$ cat src/rtl/core/tfvv_pkg.sv
// Shared types, constants and tables for the typed field value validator.
`timescale 1ns / 1ps
package tfvv_pkg;

    // Width of the running character counter
    localparam int COUNT_WIDTH = 16;
    // Width of the VARCHAR limit and of the reported count
    localparam int LIMIT_WIDTH = 16;
    // Common width for comparing the counter against the limit
    localparam int CMP_WIDTH = (COUNT_WIDTH > LIMIT_WIDTH) ? COUNT_WIDTH : LIMIT_WIDTH;
    localparam logic [COUNT_WIDTH-1:0] COUNT_MAX = {COUNT_WIDTH{1'b1}};
    localparam logic [CMP_WIDTH-1:0] REPORT_MAX = CMP_WIDTH'({LIMIT_WIDTH{1'b1}});

    // Column type codes
    localparam logic [2:0] COL_NONE    = 3'd0;
    localparam logic [2:0] COL_INT     = 3'd1;
    localparam logic [2:0] COL_VARCHAR = 3'd2;
    localparam logic [2:0] COL_TEXT    = 3'd3;
    localparam logic [2:0] COL_FLOAT   = 3'd4;
    localparam logic [2:0] COL_DATE    = 3'd5;
    localparam logic [2:0] COL_BOOL    = 3'd6;
    localparam logic [2:0] COL_NONE_HI = 3'd7;

    // Characters of interest
    localparam logic [7:0] CHAR_MINUS = 8'h2D;
    localparam logic [7:0] CHAR_POINT = 8'h2E;
    localparam logic [7:0] CHAR_ZERO  = 8'h30;
    localparam logic [7:0] CHAR_NINE  = 8'h39;
    localparam logic [7:0] CHAR_UPPER_A = 8'h41;
    localparam logic [7:0] CHAR_UPPER_Z = 8'h5A;
    localparam logic [7:0] CASE_OFFSET  = 8'h20;

    // Date field layout and limits
    localparam logic [3:0] DATE_LENGTH    = 4'd10;
    localparam logic [7:0] DATE_MONTH_MAX = 8'd12;
    localparam logic [7:0] DATE_DAY_MAX   = 8'd31;
    localparam logic [7:0] DECIMAL_BASE   = 8'd10;

    // Boolean words: true, false, "1", "0" (lower case, zero padded)
    localparam int NUM_WORDS = 4;
    typedef logic [7:0] word_row_t [8];
    localparam word_row_t BOOL_WORDS [NUM_WORDS] = '{
        '{8'h74, 8'h72, 8'h75, 8'h65, 8'h00, 8'h00, 8'h00, 8'h00},
        '{8'h66, 8'h61, 8'h6C, 8'h73, 8'h65, 8'h00, 8'h00, 8'h00},
        '{8'h31, 8'h00, 8'h00, 8'h00, 8'h00, 8'h00, 8'h00, 8'h00},
        '{8'h30, 8'h00, 8'h00, 8'h00, 8'h00, 8'h00, 8'h00, 8'h00}
    };
    localparam logic [2:0] BOOL_LENS [NUM_WORDS] = '{3'd4, 3'd5, 3'd1, 3'd1};

    // Running per-field check state
    typedef struct packed {
        logic [COUNT_WIDTH-1:0] position;
        logic                   int_ok;
        logic                   float_ok;
        logic                   seen_digit;
        logic                   seen_point;
        logic                   date_ok;
        logic [3:0]             tens_digit;
        logic [NUM_WORDS-1:0]   word_candidates;
        logic                   over_limit;
    } field_state_t;

    localparam field_state_t FIELD_CLEAR = '{
        position:        '0,
        int_ok:          1'b1,
        float_ok:        1'b1,
        seen_digit:      1'b0,
        seen_point:      1'b0,
        date_ok:         1'b1,
        tens_digit:      4'd0,
        word_candidates: {NUM_WORDS{1'b1}},
        over_limit:      1'b0
    };

    // Verdict produced by the item that ends a field
    typedef struct packed {
        logic                   ends;
        logic                   is_valid;
        logic [LIMIT_WIDTH-1:0] char_count;
    } field_result_t;

endpackage

$ cat src/rtl/core/typed_field_value_validator_unit.sv
// Top level of the typed field value validator: input register, check logic, result register.
`timescale 1ns / 1ps
// Usage
//   Input channel (in_valid/in_ready) carries one character of a text field per
//   transfer, tagged with the column type and the VARCHAR limit. last_char ends
//   the field; empty_field ends an empty field and its character is ignored.
//   Output channel (out_valid/out_ready) carries one verdict per field: is_valid
//   and the saturated character count.
// Timing
//   A character is captured in the input register on its transfer, the checks
//   run from that register, and an ending character then loads the result
//   register once it is free, and out_valid is driven from that register.
//   One character per cycle unless an ending one stalls; every stage holds one item.
// Stall
//   While out_ready is low and a verdict waits, characters that do not end a
//   field keep flowing into the running state. An ending character waits in the
//   input register until the result register frees, and in_ready drops then.
// Reset
//   rst_n clears both valid flags and returns the running state to the start
//   of a field. No clearing pass is needed.
module typed_field_value_validator_unit
    import tfvv_pkg::*;
(
    input  logic                   clk,
    input  logic                   rst_n,
    input  logic                   in_valid,
    output logic                   in_ready,
    input  logic [7:0]             char_byte,
    input  logic                   last_char,
    input  logic                   empty_field,
    input  logic [2:0]             value_type,
    input  logic [LIMIT_WIDTH-1:0] max_length,
    output logic                   out_valid,
    input  logic                   out_ready,
    output logic                   is_valid,
    output logic [LIMIT_WIDTH-1:0] char_count
);

    logic                   in_valid_reg;
    logic [7:0]             char_reg;
    logic                   last_reg;
    logic                   empty_reg;
    logic [2:0]             type_reg;
    logic [LIMIT_WIDTH-1:0] limit_reg;

    field_state_t           state_reg;
    field_state_t           state_next;
    field_result_t          result;

    logic                   out_valid_reg;
    logic                   is_valid_reg;
    logic [LIMIT_WIDTH-1:0] count_reg;

    logic                   advance;
    logic                   out_free;

    tfvv_char_step u_step (
        .state       (state_reg),
        .char_byte   (char_reg),
        .last_char   (last_reg),
        .empty_field (empty_reg),
        .value_type  (type_reg),
        .max_length  (limit_reg),
        .state_next  (state_next),
        .result      (result)
    );

    // Handshake: an ending item needs room in the result register
    assign out_free = !out_valid_reg || out_ready;
    assign advance  = in_valid_reg && (!result.ends || out_free);
    assign in_ready = !in_valid_reg || advance;

    // Input register control
    always_ff @(posedge clk or negedge rst_n)
    begin
        if (!rst_n)
        begin
            in_valid_reg <= 1'b0;
        end
        else if (in_ready)
        begin
            in_valid_reg <= in_valid;
        end
    end

    // Input register payload
    always_ff @(posedge clk)
    begin
        if (in_valid && in_ready)
        begin
            char_reg  <= char_byte;
            last_reg  <= last_char;
            empty_reg <= empty_field;
            type_reg  <= value_type;
            limit_reg <= max_length;
        end
    end

    // Running field state
    always_ff @(posedge clk or negedge rst_n)
    begin
        if (!rst_n)
        begin
            state_reg <= FIELD_CLEAR;
        end
        else if (advance)
        begin
            state_reg <= state_next;
        end
    end

    // Result register control
    always_ff @(posedge clk or negedge rst_n)
    begin
        if (!rst_n)
        begin
            out_valid_reg <= 1'b0;
        end
        else if (advance && result.ends)
        begin
            out_valid_reg <= 1'b1;
        end
        else if (out_ready)
        begin
            out_valid_reg <= 1'b0;
        end
    end

    // Result register payload
    always_ff @(posedge clk)
    begin
        if (advance && result.ends)
        begin
            is_valid_reg <= result.is_valid;
            count_reg    <= result.char_count;
        end
    end

    assign out_valid  = out_valid_reg;
    assign is_valid   = is_valid_reg;
    assign char_count = count_reg;

endmodule

$ cat src/rtl/core/tfvv_char_step.sv
// Per-character update of the field check state and the end-of-field verdict.
`timescale 1ns / 1ps
module tfvv_char_step
    import tfvv_pkg::*;
(
    input  field_state_t         state,
    input  logic [7:0]           char_byte,
    input  logic                 last_char,
    input  logic                 empty_field,
    input  logic [2:0]           value_type,
    input  logic [LIMIT_WIDTH-1:0] max_length,
    output field_state_t         state_next,
    output field_result_t        result
);

    logic                   digit;
    logic [3:0]             dval;
    logic                   at_start;
    logic                   lead_minus;
    logic [7:0]             lower;
    logic [7:0]             two_digit;
    logic [COUNT_WIDTH-1:0] pos;
    logic [CMP_WIDTH-1:0]   count_ext;
    field_state_t           upd;
    logic                   bool_hit;
    logic                   verdict;

    assign pos        = state.position;
    assign digit      = (char_byte >= CHAR_ZERO) && (char_byte <= CHAR_NINE);
    assign dval       = digit ? char_byte[3:0] : 4'd0;
    assign at_start   = (pos == '0);
    assign lead_minus = at_start && (char_byte == CHAR_MINUS);
    assign lower      = ((char_byte >= CHAR_UPPER_A) && (char_byte <= CHAR_UPPER_Z))
                        ? (char_byte + CASE_OFFSET) : char_byte;
    assign two_digit  = ({4'd0, state.tens_digit} * DECIMAL_BASE) + {4'd0, dval};

    // Running checks for one ordinary character
    always_comb
    begin
        upd = state;

        // INT: digits with an optional leading minus
        if (!(digit || lead_minus))
        begin
            upd.int_ok = 1'b0;
        end

        // FLOAT: digits, one point, optional leading minus
        if (!digit)
        begin
            if ((char_byte == CHAR_POINT) && !state.seen_point)
            begin
                upd.seen_point = 1'b1;
            end
            else if (!lead_minus)
            begin
                upd.float_ok = 1'b0;
            end
        end
        if (digit)
        begin
            upd.seen_digit = 1'b1;
        end

        // DATE: YYYY-MM-DD by position
        if (pos >= COUNT_WIDTH'(DATE_LENGTH))
        begin
            upd.date_ok = 1'b0;
        end
        else
        begin
            case (pos[3:0])
                4'd0, 4'd1, 4'd2, 4'd3:
                begin
                    if (!digit)
                    begin
                        upd.date_ok = 1'b0;
                    end
                end
                4'd4, 4'd7:
                begin
                    if (char_byte != CHAR_MINUS)
                    begin
                        upd.date_ok = 1'b0;
                    end
                end
                4'd5, 4'd8:
                begin
                    if (!digit)
                    begin
                        upd.date_ok = 1'b0;
                    end
                    upd.tens_digit = dval;
                end
                4'd6:
                begin
                    if (!digit || (two_digit == 8'd0) || (two_digit > DATE_MONTH_MAX))
                    begin
                        upd.date_ok = 1'b0;
                    end
                end
                4'd9:
                begin
                    if (!digit || (two_digit == 8'd0) || (two_digit > DATE_DAY_MAX))
                    begin
                        upd.date_ok = 1'b0;
                    end
                end
                default:
                begin
                    upd.date_ok = 1'b0;
                end
            endcase
        end

        // BOOLEAN: drop words that no longer match
        for (int k = 0; k < NUM_WORDS; k++)
        begin
            if ((pos >= COUNT_WIDTH'(BOOL_LENS[k])) || (lower != BOOL_WORDS[k][pos[2:0]]))
            begin
                upd.word_candidates[k] = 1'b0;
            end
        end

        // VARCHAR: new length exceeds the limit
        if (CMP_WIDTH'(pos) >= CMP_WIDTH'(max_length))
        begin
            upd.over_limit = 1'b1;
        end

        // Saturating length counter
        if (pos != COUNT_MAX)
        begin
            upd.position = pos + 1'b1;
        end
    end

    // Boolean verdict on the updated state
    always_comb
    begin
        bool_hit = 1'b0;
        for (int k = 0; k < NUM_WORDS; k++)
        begin
            if (upd.word_candidates[k] && (upd.position == COUNT_WIDTH'(BOOL_LENS[k])))
            begin
                bool_hit = 1'b1;
            end
        end
    end

    // Verdict for the type carried by the ending character
    always_comb
    begin
        case (value_type)
            COL_INT:     verdict = upd.int_ok && upd.seen_digit;
            COL_VARCHAR: verdict = !upd.over_limit;
            COL_TEXT:    verdict = 1'b1;
            COL_FLOAT:   verdict = upd.float_ok && upd.seen_digit;
            COL_DATE:    verdict = upd.date_ok && (upd.position == COUNT_WIDTH'(DATE_LENGTH));
            COL_BOOL:    verdict = bool_hit;
            COL_NONE, COL_NONE_HI: verdict = 1'b0;
            default:     verdict = 1'b0;
        endcase
    end

    assign count_ext = CMP_WIDTH'(upd.position);

    // Empty marker, ending character, or plain update
    always_comb
    begin
        if (empty_field)
        begin
            state_next        = FIELD_CLEAR;
            result.ends       = 1'b1;
            result.is_valid   = (value_type == COL_VARCHAR) || (value_type == COL_TEXT);
            result.char_count = '0;
        end
        else
        begin
            state_next        = last_char ? FIELD_CLEAR : upd;
            result.ends       = last_char;
            result.is_valid   = verdict;
            result.char_count = (count_ext > REPORT_MAX) ? {LIMIT_WIDTH{1'b1}}
                                                         : count_ext[LIMIT_WIDTH-1:0];
        end
    end

endmodule

$ cat config.mk
export PLATFORM = sky130hd
export DESIGN_NAME = typed_field_value_validator_unit
export DESIGN_NICKNAME = d
export VERILOG_FILES = /design/src/rtl/core/tfvv_pkg.sv /design/src/rtl/core/typed_field_value_validator_unit.sv /design/src/rtl/core/tfvv_char_step.sv
export SDC_FILE = /design/constraint.sdc
export NUM_CORES = 1
export LEC_CHECK = 0
export CORE_MARGIN = 3
export CORE_UTILIZATION = 32
export CTS_CLUSTER_DIAMETER = 100
export DETAILED_ROUTE_END_ITERATION = 7
export DONT_BUFFER_PORTS = 1
export GPL_ROUTABILITY_DRIVEN = 0
export PLACE_DENSITY = 0.53
export SYNTH_ARGS = -nofsm -noshare
export SYNTH_HDL_FRONTEND = slang
export SYNTH_SLANG_ARGS = --single-unit
export TNS_END_PERCENT = 10
$ cat constraint.sdc
create_clock -name clk -period 3.1 [get_ports clk]
set_input_delay 0.31 -clock clk [delete_from_list [all_inputs] [get_ports clk]]
set_output_delay 0.31 -clock clk [all_outputs]
set_load 0.02 [all_outputs]
==> summary.txt <==
All-Layer GR Usage: 0.153
DRT iter0 DRCs: 235
First-pass GRT wire length: 19,400 um
Area grow syn2layout: 14.8%
Yosys Warn Count: 0
Worst EP required: 3.19 ns
Min-delay worst type: input port to flip-flop
Crit path max fanout: 3
Worst setup path start: char_reg[7]
Number of diodes: 0
Most common cell in the netlist: edfxtp_1
Worst EP arrival: 3.13 ns
Status: complete, no violations
Starting Density: 0.335
Share of the synthesized area in the top cell type: 0.291
Clk pin slew, worst setup/hold paths: 0.06 ns
Mapped cell area: 4750 um2
Clk buf depth: 2
Wirelength per Cell: 17.8 um
VDD IR-drop max: 301 uV
Hold Fails Final Rpt: 0
Clk Latency, worst-skew pair: 0.34 ns
Dpl hpwl: 8680 um
Worst relative slew slack: 0.515
Core area: 14,200 um2
Cell area power density: 504 nW/um2
CP max stage delay: 0.46 ns
I/O pin cnt: 52
Largest net degree at the start of global routing: 33
Final Critical Period: 3.03 ns
Via density: 5.36
Final setup vio count: 0
Antenna viol nets, final: 0
Fmax: 330 MHz
Crit path launch type: flip-flop
Area leader, netlist: edfxtp_1
Critical hold path startpoint: char_byte[5]
CTS root buf: clkbuf_16
Post-placement cell count: 653
Number of global-route vias before repair: 3,706
Die X: 128 um
Port buffer count: 0
Vias: 3,603
CP bufs+invs: 0
Top cells by area, synth: edfxtp_1 (29%), dfrtp_1 (13%), ha_1 (8.2%)
Initial antenna violation count: 0
Leak pwr: 2.20 nW
Die ar.: 16,400 um2
Cell variety after synth: 66
Asr flop ratio synth: 0.410
Top Family by Delay on Critical Path: simple AND/OR/NAND/NOR gates
Top post-synthesis cells by count: edfxtp_1 (46), nand2_1 (45), nor2_1 (38)
Clock sink count: 78
Number of CTS-inserted buffers: 9
Nets: 553
Die Ht: 128 um
Final Routed Wirelength: 12,000 um
Final std cells w/o fill: 672
H-tree depth: 3
FF-to-FF Start: char_reg[7]
CP endpoint kind: flip-flop
Max FFs per register: 30
Slowest stage cell, crit path: fa_2
Worst-margin pin slew: 0.722 ns
Final total power: 2.75 mW
Final period util: 0.978
Cell Chain, Critical Path: nor3b_2 > and3_4 > and2_4 > ha_4 > fa_2 > nor4_4 > a21oi_1 > o21ai_1 > a221o_1 > a21oi_2 > a2111o_1
Residual DRC: 0
Std cell rows: 43
FF+latch count, synth: 78
Avg Inst Size Synth: 10.0 um2
Syn Inst Count: 475
Layout cell share with drive strength beyond 1: 0.130
Setup TNS: 0 ns
Net Count, Synth: 541
Gr ovfl total: 0
1st-pass router iterations: 5
CP Class: flip-flop to flip-flop
Max Cap Viol: 0
Post-synth EDFFs: 46
Sequential share of the synthesized area: 0.461
RSZ-0062 raised after global routing: yes
Worst Skew: 0.00859 ns
CTS tree: done
Final slew viol count: 0
Most used DFF post-synth: edfxtp_1
## where the power goes
part | internal (mW) | switching, mW | total [mW]
registers | 1.19 | 0.0596 | 1.25
logic | 0.125 | 0.221 | 0.346
clock network | 0.729 | 0.425 | 1.15
total | 2.04 | 0.706 | 2.75
## through the flow
step	setup slack (ns)	util	area (um2)	hold slack, ns
floorplan	0.00217	-	4770	0.0144
CTS	-0.0205	0.382	5430	0.0406
global route	-0.0878	0.384	5460	0.0368
finish	0.0667	0.384	5460	0.0571
global placement	0.117	0.354	5030	0.0162
detailed placement	-0.0881	0.354	5030	0.0164
## logic make-up (layout without fill, tap and decap cells)
logic type                 count (synthesis)  count (layout)  synth area share
AOI/OAI and AO/OA                        119             119             0.170
xor gates and xnor gates                  18              18            0.0332
adders and majority gates                 33              33            0.0900
buffers and inverters                     54              71            0.0461
DFF                                       78              78             0.461
muxes                                      2               2           0.00421
and+or+nand+nor                          171             171             0.196
## per-layer routing
layer  global-route usage  up-vias  wire, um
met5                    0        -         0
met4               0.0905        0       345
met3               0.0321       21       459
met2                0.229       86      5510
met1                0.204     1724      5640
li1                     -     1772         -
## what timing repair did
item                                    CTS  global route
hold buffers                              2             0
pin swaps                                10             8
setup buffers                             1             0
resized for setup                         9             4
endpoints found under the setup margin    1             2
endpoints found under the hold margin    32             0
## final timing paths
kind / endpoint / slack (ns) / cells past startpoint
min in group asynchronous: state_reg[28] / 0.41 / 2
hold reg to reg: state_reg[12] / 0.48 / 2
hold / removal: char_reg[5] / 0.06 / 0
max in group asynchronous: state_reg[2] / 2.44 / 2
setup / recovery: is_valid / 0.07 / 11
setup reg to reg: is_valid / 0.07 / 11
## worst reg2reg max path, cell delays in order (launching register included)
cell      delay, ns
edfxtp_1       0.44
nor3b_2        0.25
and3_4         0.22
and2_4         0.15
ha_4           0.13
fa_2           0.47
nor4_4         0.28
a21oi_1        0.11
o21ai_1        0.14
a221o_1        0.17
a21oi_2        0.06
a2111o_1       0.37
## cell type report
cell class / count / area, um2
Inverter: 34 / 128
Clock buffer: 11 / 243
Tap cell: 180 / 225
Timing Repair Buffer: 21 / 173
Sequential cell: 78 / 2190
Clock inverter: 5 / 81.3
Fill cell: 1429 / 8750
Multi-Input combinational cell: 343 / 2420
## cell usage in the layout (no fill, tap or decap), drive strengths merged, types with 5 or more instances in the layout
cell / synthesis / layout
edfxtp: 46 / 46
xor2: 10 / 10
dfrtp: 25 / 25
nor2: 39 / 39
buf: 10 / 20
nor3: 8 / 8
nand3: 14 / 14
and3: 5 / 5
inv: 34 / 35
o21ai: 36 / 36
ha: 31 / 31
a21o: 5 / 5
and2: 7 / 7
o31ai: 6 / 6
nor4: 11 / 11
nor3b: 5 / 5
clkbuf: 10 / 11
nand4: 10 / 10
a31oi: 5 / 5
a21oi: 23 / 23
dfstp: 7 / 7
nor2b: 6 / 6
xnor2: 8 / 8
nand2: 45 / 45
Power figures use the tool's default switching activity.
